File: src/design/dds_pkg.sv
package dds_pkg;

  localparam int TABLE_BITS  = 12;
  localparam int PHASE_WIDTH = 32;
  localparam int ADDR_BITS   = TABLE_BITS + 1;
  localparam int TABLE_DEPTH = 1 << ADDR_BITS;

  localparam int QUEUE_DEPTH = 4;
  localparam int QUEUE_BITS  = 2;

  localparam int CFG_INDEX_WIDTH = 3;
  localparam int CFG_DATA_WIDTH  = 32;

  localparam logic [1:0] MODE_TICK  = 2'd0;
  localparam logic [1:0] MODE_WRITE = 2'd1;
  localparam logic [1:0] MODE_RUN   = 2'd2;
  localparam logic [1:0] MODE_STOP  = 2'd3;

  localparam logic [CFG_INDEX_WIDTH-1:0] REG_PHASE_STEP_A  = 3'd0;
  localparam logic [CFG_INDEX_WIDTH-1:0] REG_PHASE_STEP_B  = 3'd1;
  localparam logic [CFG_INDEX_WIDTH-1:0] REG_IDLE_WORD_A   = 3'd2;
  localparam logic [CFG_INDEX_WIDTH-1:0] REG_IDLE_WORD_B   = 3'd3;
  localparam logic [CFG_INDEX_WIDTH-1:0] REG_AC_ENABLE     = 3'd4;
  localparam logic [CFG_INDEX_WIDTH-1:0] REG_BURST_ENABLE  = 3'd5;
  localparam logic [CFG_INDEX_WIDTH-1:0] REG_BURST_TICKS   = 3'd6;
  localparam logic [CFG_INDEX_WIDTH-1:0] REG_BURST_CHANNEL = 3'd7;

  localparam logic [15:0] IDLE_WORD_A_RESET = 16'd14346;
  localparam logic [15:0] IDLE_WORD_B_RESET = 16'd47097;

  localparam logic [1:0] OP_WRITE = 2'd0;
  localparam logic [1:0] OP_READ  = 2'd1;
  localparam logic [1:0] OP_IDLE  = 2'd2;

  typedef struct packed {
    logic [1:0]  mode;
    logic        table_channel;
    logic [11:0] table_index;
    logic [15:0] table_value;
  } in_item_t;

  typedef struct packed {
    logic [15:0] dac_word;
    logic        dac_channel;
  } out_item_t;

  typedef struct packed {
    logic [1:0]            kind;
    logic                  channel;
    logic [TABLE_BITS-1:0] index;
    logic [15:0]           data;
  } queue_op_t;

endpackage

File: src/design/dds_queue.sv
module dds_queue (
  input  logic               clk,
  input  logic               rst,
  input  logic               push,
  input  dds_pkg::queue_op_t push_op,
  output logic               not_full,
  input  logic               pop,
  output logic               head_valid,
  output dds_pkg::queue_op_t head_op
);
  import dds_pkg::*;

  queue_op_t             entries [QUEUE_DEPTH];
  logic [QUEUE_BITS-1:0] head;
  logic [QUEUE_BITS-1:0] tail;
  logic [QUEUE_BITS:0]   count;

  assign not_full   = count != (QUEUE_BITS + 1)'(QUEUE_DEPTH);
  assign head_valid = count != '0;
  assign head_op    = entries[head];

  always_ff @(posedge clk) begin
    if (push) begin
      entries[tail] <= push_op;
    end
  end

  always_ff @(posedge clk) begin
    if (rst) begin
      head  <= '0;
      tail  <= '0;
      count <= '0;
    end else begin
      if (push) begin
        tail <= tail + 1'b1;
      end
      if (pop) begin
        head <= head + 1'b1;
      end
      if (push && !pop) begin
        count <= count + 1'b1;
      end else if (pop && !push) begin
        count <= count - 1'b1;
      end
    end
  end

endmodule

File: config.mk
export PLATFORM = sky130hd
export DESIGN_NAME = dds_queue
export DESIGN_NICKNAME = d
export VERILOG_FILES = /design/src/design/dds_pkg.sv /design/src/design/dds_queue.sv
export SDC_FILE = /design/constraint.sdc
export NUM_CORES = 1
export LEC_CHECK = 0
export BUFFER_PORTS_ARGS = -buffer_cell sky130_fd_sc_hd__buf_2
export CAP_MARGIN = 30
export CORE_MARGIN = 3
export CORE_UTILIZATION = 50
export CTS_CLUSTER_DIAMETER = 30
export DETAILED_ROUTE_END_ITERATION = 8
export PLACE_DENSITY = 0.71
export SLEW_MARGIN = 40
export SYNTH_ARGS = -nofsm -noshare
export SYNTH_HDL_FRONTEND = slang
export SYNTH_SLANG_ARGS = --single-unit
File: constraint.sdc
create_clock -name clk -period 2.9 [get_ports clk]
set_input_delay 0.145 -clock clk [delete_from_list [all_inputs] [get_ports clk]]
set_output_delay 0.145 -clock clk [all_outputs]
set_load 0.05 [all_outputs]
---- Yosys cells after proc, flatten, opt, wreduce, memory -nomap -nowiden ----
Memories as Yosys holds them, arrays and structs flattened. A register that Yosys moved wholly into a read port is not among the register bits.
Cells that the tools add are included.
W data, S select, Z words.
operators by class
  add/sub/neg operators ................... 4
  equality and inequality tests ........... 1
  mux-type cells .......................... 6
  reductions and logical operators ........ 6
operators by type and width
  operator               number
  $mux W3                2
  $add A2 B1 Y2 const B  2
  $mux W2                2
  $add A3 B1 Y3 const B  1
  $ne A3 B3 Y1 const B   1
  $reduce_bool A3 Y1     1
  $sub A3 B1 Y3 const B  1
  $logic_and A1 B1 Y1    2
  $logic_not A1 Y1       2
  $mux W1                2
  $reduce_bool A2 Y1     1
storage, ports and cells
  flip-flop bits (word level) ............. 7
  bits in writable memories ............... 124
  bits of input ports ..................... 35
  output and inout port bits .............. 33
  word-level logic and storage cells ...... 21
  memories kept ........................... 1
memories
  name     depth  width  read ports  clocked after Yosys merged registers in  write ports  RTL line         source
  entries  4      31     1           1                                        1            dds_queue.sv:13  queue_op_t entries [QUEUE_DEPTH];

---- Logic depth before layout (Yosys ltp) ----
  word-level depth ........................ 4
  gate-level depth with buffers ........... 7

---- Worst setup path before layout ----
Ideal clock, no wire load.
  kind .................................... reg2reg
  start ................................... reg tail[0]
  end ..................................... mem entries[2][0] (netlist name) (enable)
  arrival time ............................ 1.309 ns
  slack ................................... 1.200 ns
  cell stages (with the launch flop) ...... 4
  cells stage by stage .................... dfxtp_1 inv_1 ha_1 and2_1
RTL lines
  item                      RTL line         source
  start: declaration        dds_queue.sv:15  logic [QUEUE_BITS-1:0] tail;
  start signal: assignment  dds_queue.sv:35  tail <= tail + 1'b1;
  end: declaration          dds_queue.sv:13
Straight into the memory's write port.

==> impl_metrics.csv <==
group,metric,value,unit
critical_path,crit_arrival,2040,ps
critical_path,start_kind,"flip-flop",
grt,grt_pass1_wl,13.4,mm
drt,viasPerCell,5.08,
critical_path,critPathKind,"flip-flop to primary output",
grt,grt_antenna_before_repair,0,
clocking,cts_tree,"yes",
grt,grt_pass1_vias,2605,
cells_and_area,finalNonFillerCells,463,
sta,max_slew_margin,0.674,
drt,via_count,2351,
cells_and_area,area_growth,28.2,%
power_and_ir_drop,p_per_area,771,mW/mm²
power_and_ir_drop,peakVddDrop,491,µV
drt,ant_nets,0,
clocking,cts_buffers,17,
sta,period_share,0.753,
synth,synth_edf_count,124,
floorplan,start_util,0.523,
placed_design,gp_congestion,0.657,
sta,drv_slew,0,
synth,yosysMostFrequentCell,"edfxtp_1",
grt,grt-ovfl-total,0,
sta,rsz0062_at_grt,"no",
sta,skew,4.93,ps
synth,syn_avg_cell_area,23.8,µm²
critical_path,reg2reg_depth,4,
power_and_ir_drop,seq_power_share,0.464,
critical_path,ff2ff_setup_slack,1440,ps
placed_design,placed_cells_incl_taps,396,
power_and_ir_drop,p_sw,0.00121,W
synth,synth-main-ff-cell,"edfxtp_1",
cells_and_area,antennaDiodeCount,0,
cells_and_area,drive_gt1_frac,0.395,
worst_hold_path,hp-class,"input port to flip-flop",
critical_path,end_kind,"primary output",
power_and_ir_drop,clock_power_share,0.401,
critical_path,path_max_fanout,27,
grt,grt_max_degree,32,
drt,drc,0,
floorplan,core_area,0.00937,mm²
sta,fin_setup_tns,0,ps
power_and_ir_drop,swShare,0.249,
critical_path,r2r_end,"count[2]$_SDFFE_PP0P_",
clocking,cts_setup_buffers,0,
sta,tightest_slew,489,ps
clocking,ctsResizeCount,0,
drt,wirelength,8.06,mm
synth,synth_cells,206,
cells_and_area,fillers,642,
floorplan,std_cell_rows,35,
cells_and_area,postLayoutCoreUtil,0.671,
power_and_ir_drop,p_comb_frac,0.135,
critical_path,r2r_start,"count[0]$_SDFFE_PP0P_",
synth,synth.distinct_cells,19,
clocking,clk_path_buf_depth,2,
critical_path,cp.required,2760,ps
synth,synthesis.area,0.00490,mm²
sta,max_freq,0.458,GHz
sta,setup_violations,0,
power_and_ir_drop,leakage,2.19,nW
synth,synth_warnings,0,
synth,synth-async-reset-ratio,0,
floorplan,die-area,0.0110,mm²
synth,post-synth-top-area-fraction,0.759,
synth,synth_top_cell_by_area,"edfxtp_1",
clocking,ctsHtreeMaxLevel,4,
grt,grt_usage,0.165,
synth,synth_common_cells,"edfxtp_1 (124), mux4_2 (30), dfxtp_1 (9)",
worst_hold_path,hold_path_depth,2,
drt,post_drt_wl_per_cell,17.4,µm
synth,ys_seq_area_frac,0.796,
floorplan,die_h,105,µm
clocking,path_clk_slew,60,ps
run,drv_cap,0,
synth,synth_seq_cells,133,
clocking,cts.sinks,133,
placed_design,portBuffers,67,
sta,fin_crit,2180,ps
floorplan,num_io_pins,68,
clocking,insertion_delay,500,ps
floorplan,die-width,105,µm
sta,hold_violations,0,
clocking,cts-root-buf,"clkbuf_8",
synth,synth_fp_nets,247,
drt,drt_iter0_drc,163,
critical_path,worstSetupEndpoint,"head_op[26]",
cells_and_area,nets,362,
synth,synth_top_cells_by_area,"edfxtp_1 (76%), mux4_2 (14%), dfxtp_1 (3.7%)",
drt,firstDrtPassIters,4,
outcome,status,"complete, no violations",
power_and_ir_drop,intPower,0.00364,W
logic make-up after synthesis:
group | share of synthesized area
AOI/OAI and AO/OA | 0.00204
xor gates and xnor gates | 0.00893
adders and majority gates | 0.0168
buffers and inverters | 0.0138
DFF | 0.796
muxes | 0.147
and+or+nand+nor | 0.0153
routing by layer:
metal  wire length [µm]  GRT usage  up-vias
met3                365     0.0550        4
met2               4100      0.267       68
met1               3520      0.204     1193
li1                   -          -     1086
met5                  0          0        -
met4                 74     0.0703        0
power by group through the flow:
| stage | Sequential, W | Clock, W | Combinational (W) |
|---|---|---|---|
| 6_report | 0.00225 | 0.00194 | 0.000655 |
| 5_1_grt | 0.00226 | 0.00207 | 0.000699 |
| 4_1_cts | 0.00225 | 0.00199 | 0.000665 |
| 3_5_place_dp | 0.00229 | 0 | 0.000626 |
| 3_3_place_gp | 0.00229 | 0 | 0.000618 |
| 2_1_floorplan | 0.00227 | 0 | 0.000492 |
cell type report:
type                       instances  area, µm²  area share
timing repair buffer             103        706       0.112
inverter                           4       15.0     0.00239
clock buffer                      18        418      0.0665
tap                              129        161      0.0257
clock inverter                    14        136      0.0217
multi-input combinational         62        943       0.150
sequential                       133       3910       0.622
layout by cell type, fill, tap and decap left out, types with 2 or more instances in the layout:
master | Yosys | layout
clkinvlp_4 | 0 | 5
xnor2_1 | 2 | 2
or3_1 | 2 | 2
clkinv_1 | 0 | 3
mux4_2 | 30 | 30
xor2_1 | 3 | 3
nand2_1 | 2 | 2
mux2i_1 | 2 | 2
nor2_1 | 8 | 8
dfxtp_1 | 9 | 7
clkbuf_16 | 0 | 16
edfxtp_1 | 124 | 124
inv_1 | 4 | 4
ha_1 | 5 | 5
clkinv_2 | 0 | 2
and2_4 | 0 | 4
dlygate4sd3_1 | 0 | 35
buf_2 | 3 | 67
bufinv_16 | 0 | 2
worst max-delay path: stages (launching register included):
cell,delay (ps)
dfxtp_2,440
buf_12,270
mux4_1,590
buf_2,230
registers in the layout, indices dropped and copies added (netlist names), named ones only:
register  count
entries     124
count         3
head          2
tail          2
through the flow:
stage	instance area (µm²)	hold WS (ps)	power [W]	setup slack, ps
final	6290	385	0.00485	716
after global routing	6290	381	0.00503	544
after floorplan	4900	244	0.00276	1200
after global placement	5380	358	0.00291	1190
after CTS	6290	358	0.00491	641
after detailed placement	5380	364	0.00292	1190
how the worst min path moves through the flow:
stage / startpoint / endpoint
2_1_floorplan: push_op[0] / entries[0][0]$_DFFE_PP_
3_3_place_gp: push_op[9] / entries[0][9]$_DFFE_PP_
3_5_place_dp: push_op[2] / entries[3][2]$_DFFE_PP_
4_1_cts: push_op[18] / entries[0][18]$_DFFE_PP_
5_1_grt: push_op[23] / entries[1][23]$_DFFE_PP_
6_report: push_op[25] / entries[0][25]$_DFFE_PP_
repair_timing:
item                       in CTS  in global routing
hold endpoints to repair      133                  0
hold buffers                   35                  0
setup endpoints to repair       0                  0
Power figures use the tool's default switching activity.
