[config.mk]
export PLATFORM = sky130hd
export DESIGN_NAME = dds_front
export DESIGN_NICKNAME = d
export VERILOG_FILES = /design/src/design/dds_pkg.sv /design/src/design/dds_front.sv
export SDC_FILE = /design/constraint.sdc
export NUM_CORES = 1
export LEC_CHECK = 0
export ABC_AREA = 1
export CAP_MARGIN = 5
export CORE_AREA = 5 5 209 211
export CTS_CLUSTER_SIZE = 10
export DETAILED_ROUTE_END_ITERATION = 7
export DIE_AREA = 0 0 214 216
export DONT_BUFFER_PORTS = 1
export PLACE_DENSITY = 0.43
export RECOVER_POWER = 50
export SYNTH_ARGS = -nofsm -noshare
export SYNTH_HDL_FRONTEND = slang
export SYNTH_SLANG_ARGS = --single-unit
export TNS_END_PERCENT = 10
[constraint.sdc]
create_clock -name clk -period 4.9 [get_ports clk]
set_clock_uncertainty 0.05 [all_clocks]
set_input_delay 0.49 -clock clk [delete_from_list [all_inputs] [get_ports clk]]
set_output_delay 0.49 -clock clk [all_outputs]
set_load 0.02 [all_outputs]
[src/design/dds_pkg.sv]
package dds_pkg;

  localparam int TABLE_BITS  = 12;
  localparam int PHASE_WIDTH = 32;
  localparam int ADDR_BITS   = TABLE_BITS + 1;
  localparam int TABLE_DEPTH = 1 << ADDR_BITS;

  localparam int QUEUE_DEPTH = 4;
  localparam int QUEUE_BITS  = 2;

  localparam int CFG_INDEX_WIDTH = 3;
  localparam int CFG_DATA_WIDTH  = 32;

  localparam logic [1:0] MODE_TICK  = 2'd0;
  localparam logic [1:0] MODE_WRITE = 2'd1;
  localparam logic [1:0] MODE_RUN   = 2'd2;
  localparam logic [1:0] MODE_STOP  = 2'd3;

  localparam logic [CFG_INDEX_WIDTH-1:0] REG_PHASE_STEP_A  = 3'd0;
  localparam logic [CFG_INDEX_WIDTH-1:0] REG_PHASE_STEP_B  = 3'd1;
  localparam logic [CFG_INDEX_WIDTH-1:0] REG_IDLE_WORD_A   = 3'd2;
  localparam logic [CFG_INDEX_WIDTH-1:0] REG_IDLE_WORD_B   = 3'd3;
  localparam logic [CFG_INDEX_WIDTH-1:0] REG_AC_ENABLE     = 3'd4;
  localparam logic [CFG_INDEX_WIDTH-1:0] REG_BURST_ENABLE  = 3'd5;
  localparam logic [CFG_INDEX_WIDTH-1:0] REG_BURST_TICKS   = 3'd6;
  localparam logic [CFG_INDEX_WIDTH-1:0] REG_BURST_CHANNEL = 3'd7;

  localparam logic [15:0] IDLE_WORD_A_RESET = 16'd14346;
  localparam logic [15:0] IDLE_WORD_B_RESET = 16'd47097;

  localparam logic [1:0] OP_WRITE = 2'd0;
  localparam logic [1:0] OP_READ  = 2'd1;
  localparam logic [1:0] OP_IDLE  = 2'd2;

  typedef struct packed {
    logic [1:0]  mode;
    logic        table_channel;
    logic [11:0] table_index;
    logic [15:0] table_value;
  } in_item_t;

  typedef struct packed {
    logic [15:0] dac_word;
    logic        dac_channel;
  } out_item_t;

  typedef struct packed {
    logic [1:0]            kind;
    logic                  channel;
    logic [TABLE_BITS-1:0] index;
    logic [15:0]           data;
  } queue_op_t;

endpackage

[src/design/dds_front.sv]
module dds_front (
  input  logic                               clk,
  input  logic                               rst,
  input  logic                               item_valid,
  input  logic                               item_ready,
  input  dds_pkg::in_item_t                  item,
  input  logic                               cfg_write,
  input  logic [dds_pkg::CFG_INDEX_WIDTH-1:0] cfg_index,
  input  logic [dds_pkg::CFG_DATA_WIDTH-1:0]  cfg_data,
  output logic                               push,
  output dds_pkg::queue_op_t                 push_op
);
  import dds_pkg::*;

  logic [31:0]            phase_step_a;
  logic [31:0]            phase_step_b;
  logic [15:0]            idle_word_a;
  logic [15:0]            idle_word_b;
  logic                   ac_enable;
  logic                   burst_enable;
  logic [15:0]            burst_ticks;
  logic [PHASE_WIDTH-1:0] phase_a;
  logic [PHASE_WIDTH-1:0] phase_b;
  logic                   toggle;
  logic                   playing;
  logic [15:0]            burst_remaining;

  logic                   accept;
  logic                   is_tick;
  logic                   emits;
  logic                   ac_tick;
  logic [PHASE_WIDTH-1:0] phase_sum;
  logic [15:0]            burst_dec;

  assign accept    = item_valid && item_ready;
  assign is_tick   = item.mode == MODE_TICK;
  assign emits     = is_tick && !(playing && !ac_enable);
  assign ac_tick   = is_tick && playing && ac_enable;
  assign phase_sum = toggle ? phase_b + PHASE_WIDTH'(phase_step_b)
                            : phase_a + PHASE_WIDTH'(phase_step_a);
  assign burst_dec = burst_remaining - 16'd1;

  always_comb begin
    push_op = '0;
    push    = 1'b0;
    if (accept) begin
      if (item.mode == MODE_WRITE) begin
        push            = 1'b1;
        push_op.kind    = OP_WRITE;
        push_op.channel = item.table_channel;
        push_op.index   = TABLE_BITS'(item.table_index);
        push_op.data    = item.table_value;
      end else if (emits) begin
        push            = 1'b1;
        push_op.channel = toggle;
        if (playing) begin
          push_op.kind  = OP_READ;
          push_op.index = phase_sum[PHASE_WIDTH-1 -: TABLE_BITS];
        end else begin
          push_op.kind  = OP_IDLE;
          push_op.data  = toggle ? idle_word_b : idle_word_a;
        end
      end
    end
  end

  always_ff @(posedge clk) begin
    if (rst) begin
      phase_step_a    <= '0;
      phase_step_b    <= '0;
      idle_word_a     <= IDLE_WORD_A_RESET;
      idle_word_b     <= IDLE_WORD_B_RESET;
      ac_enable       <= 1'b0;
      burst_enable    <= 1'b0;
      burst_ticks     <= '0;
      phase_a         <= '0;
      phase_b         <= '0;
      toggle          <= 1'b0;
      playing         <= 1'b0;
      burst_remaining <= '0;
    end else begin
      if (accept) begin
        unique case (item.mode)
          MODE_RUN:  playing <= 1'b1;
          MODE_STOP: playing <= 1'b0;
          default: ;
        endcase
        if (emits) begin
          toggle <= ~toggle;
        end
        if (ac_tick) begin
          if (toggle) begin
            phase_b <= phase_sum;
          end else begin
            phase_a <= phase_sum;
          end
          if (burst_enable) begin
            if (burst_dec == '0) begin
              playing         <= 1'b0;
              burst_remaining <= burst_ticks;
            end else begin
              burst_remaining <= burst_dec;
            end
          end
        end
      end
      if (cfg_write) begin
        unique case (cfg_index)
          REG_PHASE_STEP_A: phase_step_a <= cfg_data[31:0];
          REG_PHASE_STEP_B: phase_step_b <= cfg_data[31:0];
          REG_IDLE_WORD_A:  idle_word_a  <= cfg_data[15:0];
          REG_IDLE_WORD_B:  idle_word_b  <= cfg_data[15:0];
          REG_AC_ENABLE:    ac_enable    <= cfg_data[0];
          REG_BURST_ENABLE: burst_enable <= cfg_data[0];
          REG_BURST_TICKS: begin
            burst_ticks     <= cfg_data[15:0];
            burst_remaining <= cfg_data[15:0];
          end
          default: ;
        endcase
      end
    end
  end

endmodule

=== Word level (Yosys, flattened, before mapping) ===
Cells that the tools add are included.

* Reduce and logical (&&, ||, !) cells: 20
* Magnitude comparators: 0
* Equality and inequality tests: 9
* Shift-type cells: 0
* $mul: 0
* Add/subtract/negate cells: 3
* Muxes and demuxes: 21
* Bitwise logic cells: 1
* Div/mod/pow operators: 0

{| class="wikitable"
|+ Operators with widths
! kind !! count
|-
| 16-bit two-way mux || 8
|-
| 31-bit two-way mux || 3
|-
| 32-bit adder || 2
|-
| 32-bit two-way mux || 1
|-
| 16-bit logical NOT || 1
|-
| 2-bit AND reduction || 8
|-
| 16-bit by 1-bit subtractor with 16-bit output (second input constant) || 1
|-
| 12-bit two-way mux || 1
|-
| 3-bit equality test (second input constant) || 3
|-
| 3-bit by 2-bit equality test with 1-bit output (second input constant) || 2
|-
| 1-bit two-way mux || 6
|-
| 3-bit AND reduction || 2
|-
| 1-bit logical AND || 5
|-
| 2-bit equality test (second input constant) || 2
|-
| 3-bit by 1-bit equality test with 1-bit output (second input constant) || 1
|-
| 3-bit logical NOT || 1
|-
| 2-bit by 1-bit equality test with 1-bit output (second input constant) || 1
|-
| 1-bit logical NOT || 2
|-
| 2-bit logical NOT || 1
|-
| 2-bit two-way mux || 1
|-
| 1-bit one-hot mux with 2 select lines || 1
|-
| 1-bit inverter || 1
|}

* Memories: 0
* Memory bits (writable): 0
* ROM bits: 0
* Latch bits: 0
* Input bits: 71
* Bits in registers: 196

=== Depth between registers and ports, before layout ===
* Depth after elaboration: 8
* Depth in mapped cells: 16
* Mapped depth without buffers: 16

=== Worst setup path before layout ===
OpenSTA, ideal clock, no wires.

* Kind: register -> output
* Start point: register phase_step_b[0]
* End point: output port push_op[18] in the netlist's numbering
* Path buffers: 0
* Required time: 4.360 ns
* Setup slack: 2.024 ns
* Stages on the path, launching flop included: 12
* Data arrival time: 2.336 ns
* Cells stage by stage: dfxtp_1 ha_1 fa_1 nand3_1 nand2_1 a21boi_0 o21ai_0 nand2_1 nand3_1 nand3_1 nand2_1 o21ai_0

{| class="wikitable"
|+ RTL lines
! item !! line !! source
|-
| start: declaration || dds_front.sv:16 || <nowiki>logic [31:0] phase_step_b;</nowiki>
|-
| start signal: assignment || dds_front.sv:110 || <nowiki>REG_PHASE_STEP_B: phase_step_b <= cfg_data[31:0];</nowiki>
|-
| end: declaration || dds_front.sv:11 || <nowiki>output dds_pkg::queue_op_t push_op</nowiki>
|}

==> flow_summary.yaml <==
cts:
  cts_buffer_depth: 2
  h-tree-depth: 4
  post-cts-setup-buffers: 0
  cts_tree: "built"
  numCtsBuffers: 17
  root_buffer: "clkbuf_16"
  clock_latency_ns: 0.49
  clock_sinks: 196
  cts_resized: 0
  postCtsHoldBufs: 0
  clk_pin_slew_worst_paths_ns: 0.08
drt:
  num_vias: 12000
  vias_per_cell: 4.90
  routed_wl_um: 43400
  first_pass_iters: 5
  drc: 0
  postRouteAntennaNets: 0
  wl_per_cell_um: 17.8
  drt_iter0_markers: 730
die:
  io_pins: 103
  start_util_pct: 29.6
  die_y_um: 216
  die-area_um2: 46200
  die_w_um: 214
  rows: 75
  core_area_um2: 41600
global_route:
  grt_pass1_wl_um: 67100
  antenna_found_initial: 1
  grt_use_total_pct: 18.6
  grt_max_degree: 76
  grt_pass1_vias: 11500
  overflow: 0
power_and_ir_drop:
  net-switching-power_mw: 0.951
  leakage_nw: 5.84
  p_sw_share_pct: 27.6
  seq_power_share_pct: 48.0
  power.internal_mw: 2.49
  p_clk_share_pct: 43.6
  power_density_nw_per_um2: 257
  combPwrFrac_pct: 8.4
  peakVddDrop_v: 0.000221
run_status:
  violations: "max-capacitance violations, max-slew violations"
  status: "finished with violations"
cells_and_area:
  fin_area_um2: 13400
  drive_gt1_share_pct: 5.47
  final_cells: 2440
  final_nets: 2024
  area_growth_pct: 8.86
  layout_common_cells: "nand2_1, nor2_1, o21ai_0"
  final_common_cell: "nand2_1"
  num-fill-cells: 4641
setup_path:
  worst-endpoint-required_ns: 4.36
  worstSetupStartpointType: "flip-flop"
  crit_arrival_ns: 3.38
  crit_type: "flip-flop to output port"
  cp_max_fo: 5
  worst_setup_path_end_kind: "output port"
sta:
  fin_setup_tns_ns: 0
  finalSetupViolations: 0
  rsz0062_at_grt: "false"
  report.final.hold_viol_count: 0
  fin_crit_sh_pct: 80.0
  drv_slew: 177
  fmax_mhz: 255
  min_period_ns: 3.92
  maxSlewHeadroom_pct: -71.3
  worst_pin_slew_ns: 2.56
  holdWs_ns: 0.0581
place:
  dpl_cell_area_um2: 12800
  portBuffers: 0
  place_inst: 2407
  dpl.hpwl_um: 32000
  gp_congestion: 0.872
worst_hold_path:
  min-delay-path-class: "primary input to flip-flop"
yosys:
  syn_inst: 1923
  ys_warn_count: 0
  syn_area_per_cell_um2: 6.40
  synth.largest_area_cell: "dfxtp_1"
  ys_top_cells_by_area: "dfxtp_1, nand2_1, nor2_1"
  syn_nets: 2060
  ys_ff_latch: 196
  synth.top_cell.area_share_pct: 31.9
  synthesis.area_um2: 12300
  ys_seq_area_share_pct: 31.9
  synth_edf_count: 0
  async_flop_share_pct: 0
  yosys.cell_types.count: 41
  ys.flop_type: "dfxtp_1"
job:
  maxCapViolations: 4
[final timing paths]
| check | end | cells past startpoint | startpoint | slack [ns] |
|---|---|---|---|---|
| setup / recovery | push_op[17] | 11 | phase_step_a[11]$_SDFFE_PP0P_ | 0.98 |
| hold / removal | burst_remaining[9]$_SDFF_PP0_ | 1 | rst | 0.06 |
| setup reg to reg | phase_a[25]$_SDFFE_PP0P_ | 9 | playing$_SDFFE_PP0P_ | 2.06 |
| hold reg to reg | idle_word_a[11]$_SDFFE_PP1P_ | 2 | idle_word_a[11]$_SDFFE_PP1P_ | 0.41 |
[synth_stat cells (6+ instances only)]
cell type  number
a21oi_2        10
inv_1         153
mux2i_1        19
nand2_1       428
ha_1           64
nor2_2          8
nand4_1         6
a21oi_1       141
o211ai_1       13
nor2_1        371
xor2_1         12
or2_2           7
a21o_1          8
nand3_2        11
nor3_1         18
nand3b_1        8
nand2_2         9
clkbuf_1       54
o21ai_0       196
dfxtp_1       196
nand3_1       132
[critical path: stages (launching register included)]
cell     delay (ns)
dfxtp_1        0.32
ha_1           0.36
nand2_1        0.16
o21ai_0        0.43
nor2_1         0.09
a21oi_1        0.39
nand2_1        0.14
nand2_1        0.08
nand2_1        0.05
nand3_1        0.14
nand2_1        0.18
o21ai_0        0.56
[per-layer routing]
layer  vias to the layer above  global-route usage [%]  part of all wire, %
met1                      5467                    23.4                   46
met4                         2                    6.46                  2.5
met2                       243                    31.6                   47
met5                         -                       0                0.030
met3                        44                    4.01                  4.6
li1                       6211                       -                    -
[final cells by class]
| cell class | instances | area [um2] | share of cell area, % |
|---|---|---|---|
| clock inverter | 15 | 191 | 1.43 |
| clock buffer | 17 | 425 | 3.18 |
| tap | 539 | 674 | 5.03 |
| sequential | 196 | 3930 | 29.3 |
| antenna | 1 | 2.50 | 0.0187 |
| inverter | 157 | 591 | 4.41 |
| timing repair buffer | 15 | 95.1 | 0.710 |
| multi-input combinational | 1500 | 7490 | 55.9 |
[metrics by stage]
stage                     utilization, %  worst slack, ns  total power [mW]
after floorplan                        -             2.02              1.91
after CTS                           32.3            0.894              3.50
after detailed placement            30.8             1.46              1.98
after global placement              30.8             1.45              1.98
final                               32.2            0.981              3.44
after global routing                32.2            0.641              3.60
[power by group through the flow]
stage / Clock (mW) / Sequential (mW) / Combinational, mW
finish: 1.50 / 1.65 / 0.291
global route: 1.62 / 1.66 / 0.327
CTS: 1.56 / 1.65 / 0.295
detailed placement: 0 / 1.69 / 0.294
global placement: 0 / 1.69 / 0.292
floorplan: 0 / 1.68 / 0.226
[state kept, by name (all words and copies together) (netlist names)]
| name | cells |
|---|---|
| ac_enable | 1 |
| idle_word_a | 16 |
| phase_step_a | 32 |
| phase_a | 32 |
| burst_enable | 1 |
| burst_remaining | 16 |
| burst_ticks | 16 |
| toggle | 1 |
| phase_step_b | 32 |
| playing | 1 |
| phase_b | 32 |
| idle_word_b | 16 |
[cells by family after synthesis]
kind of cell | share of synthesized area [%]
mux | 1.55
buf+inv | 7.38
flops | 31.9
fa+ha+maj | 6.83
xor+xnor | 1.21
simple gates | 34.5
compound gates | 16.7
Note: power is estimated with default switching activity, not from simulation.
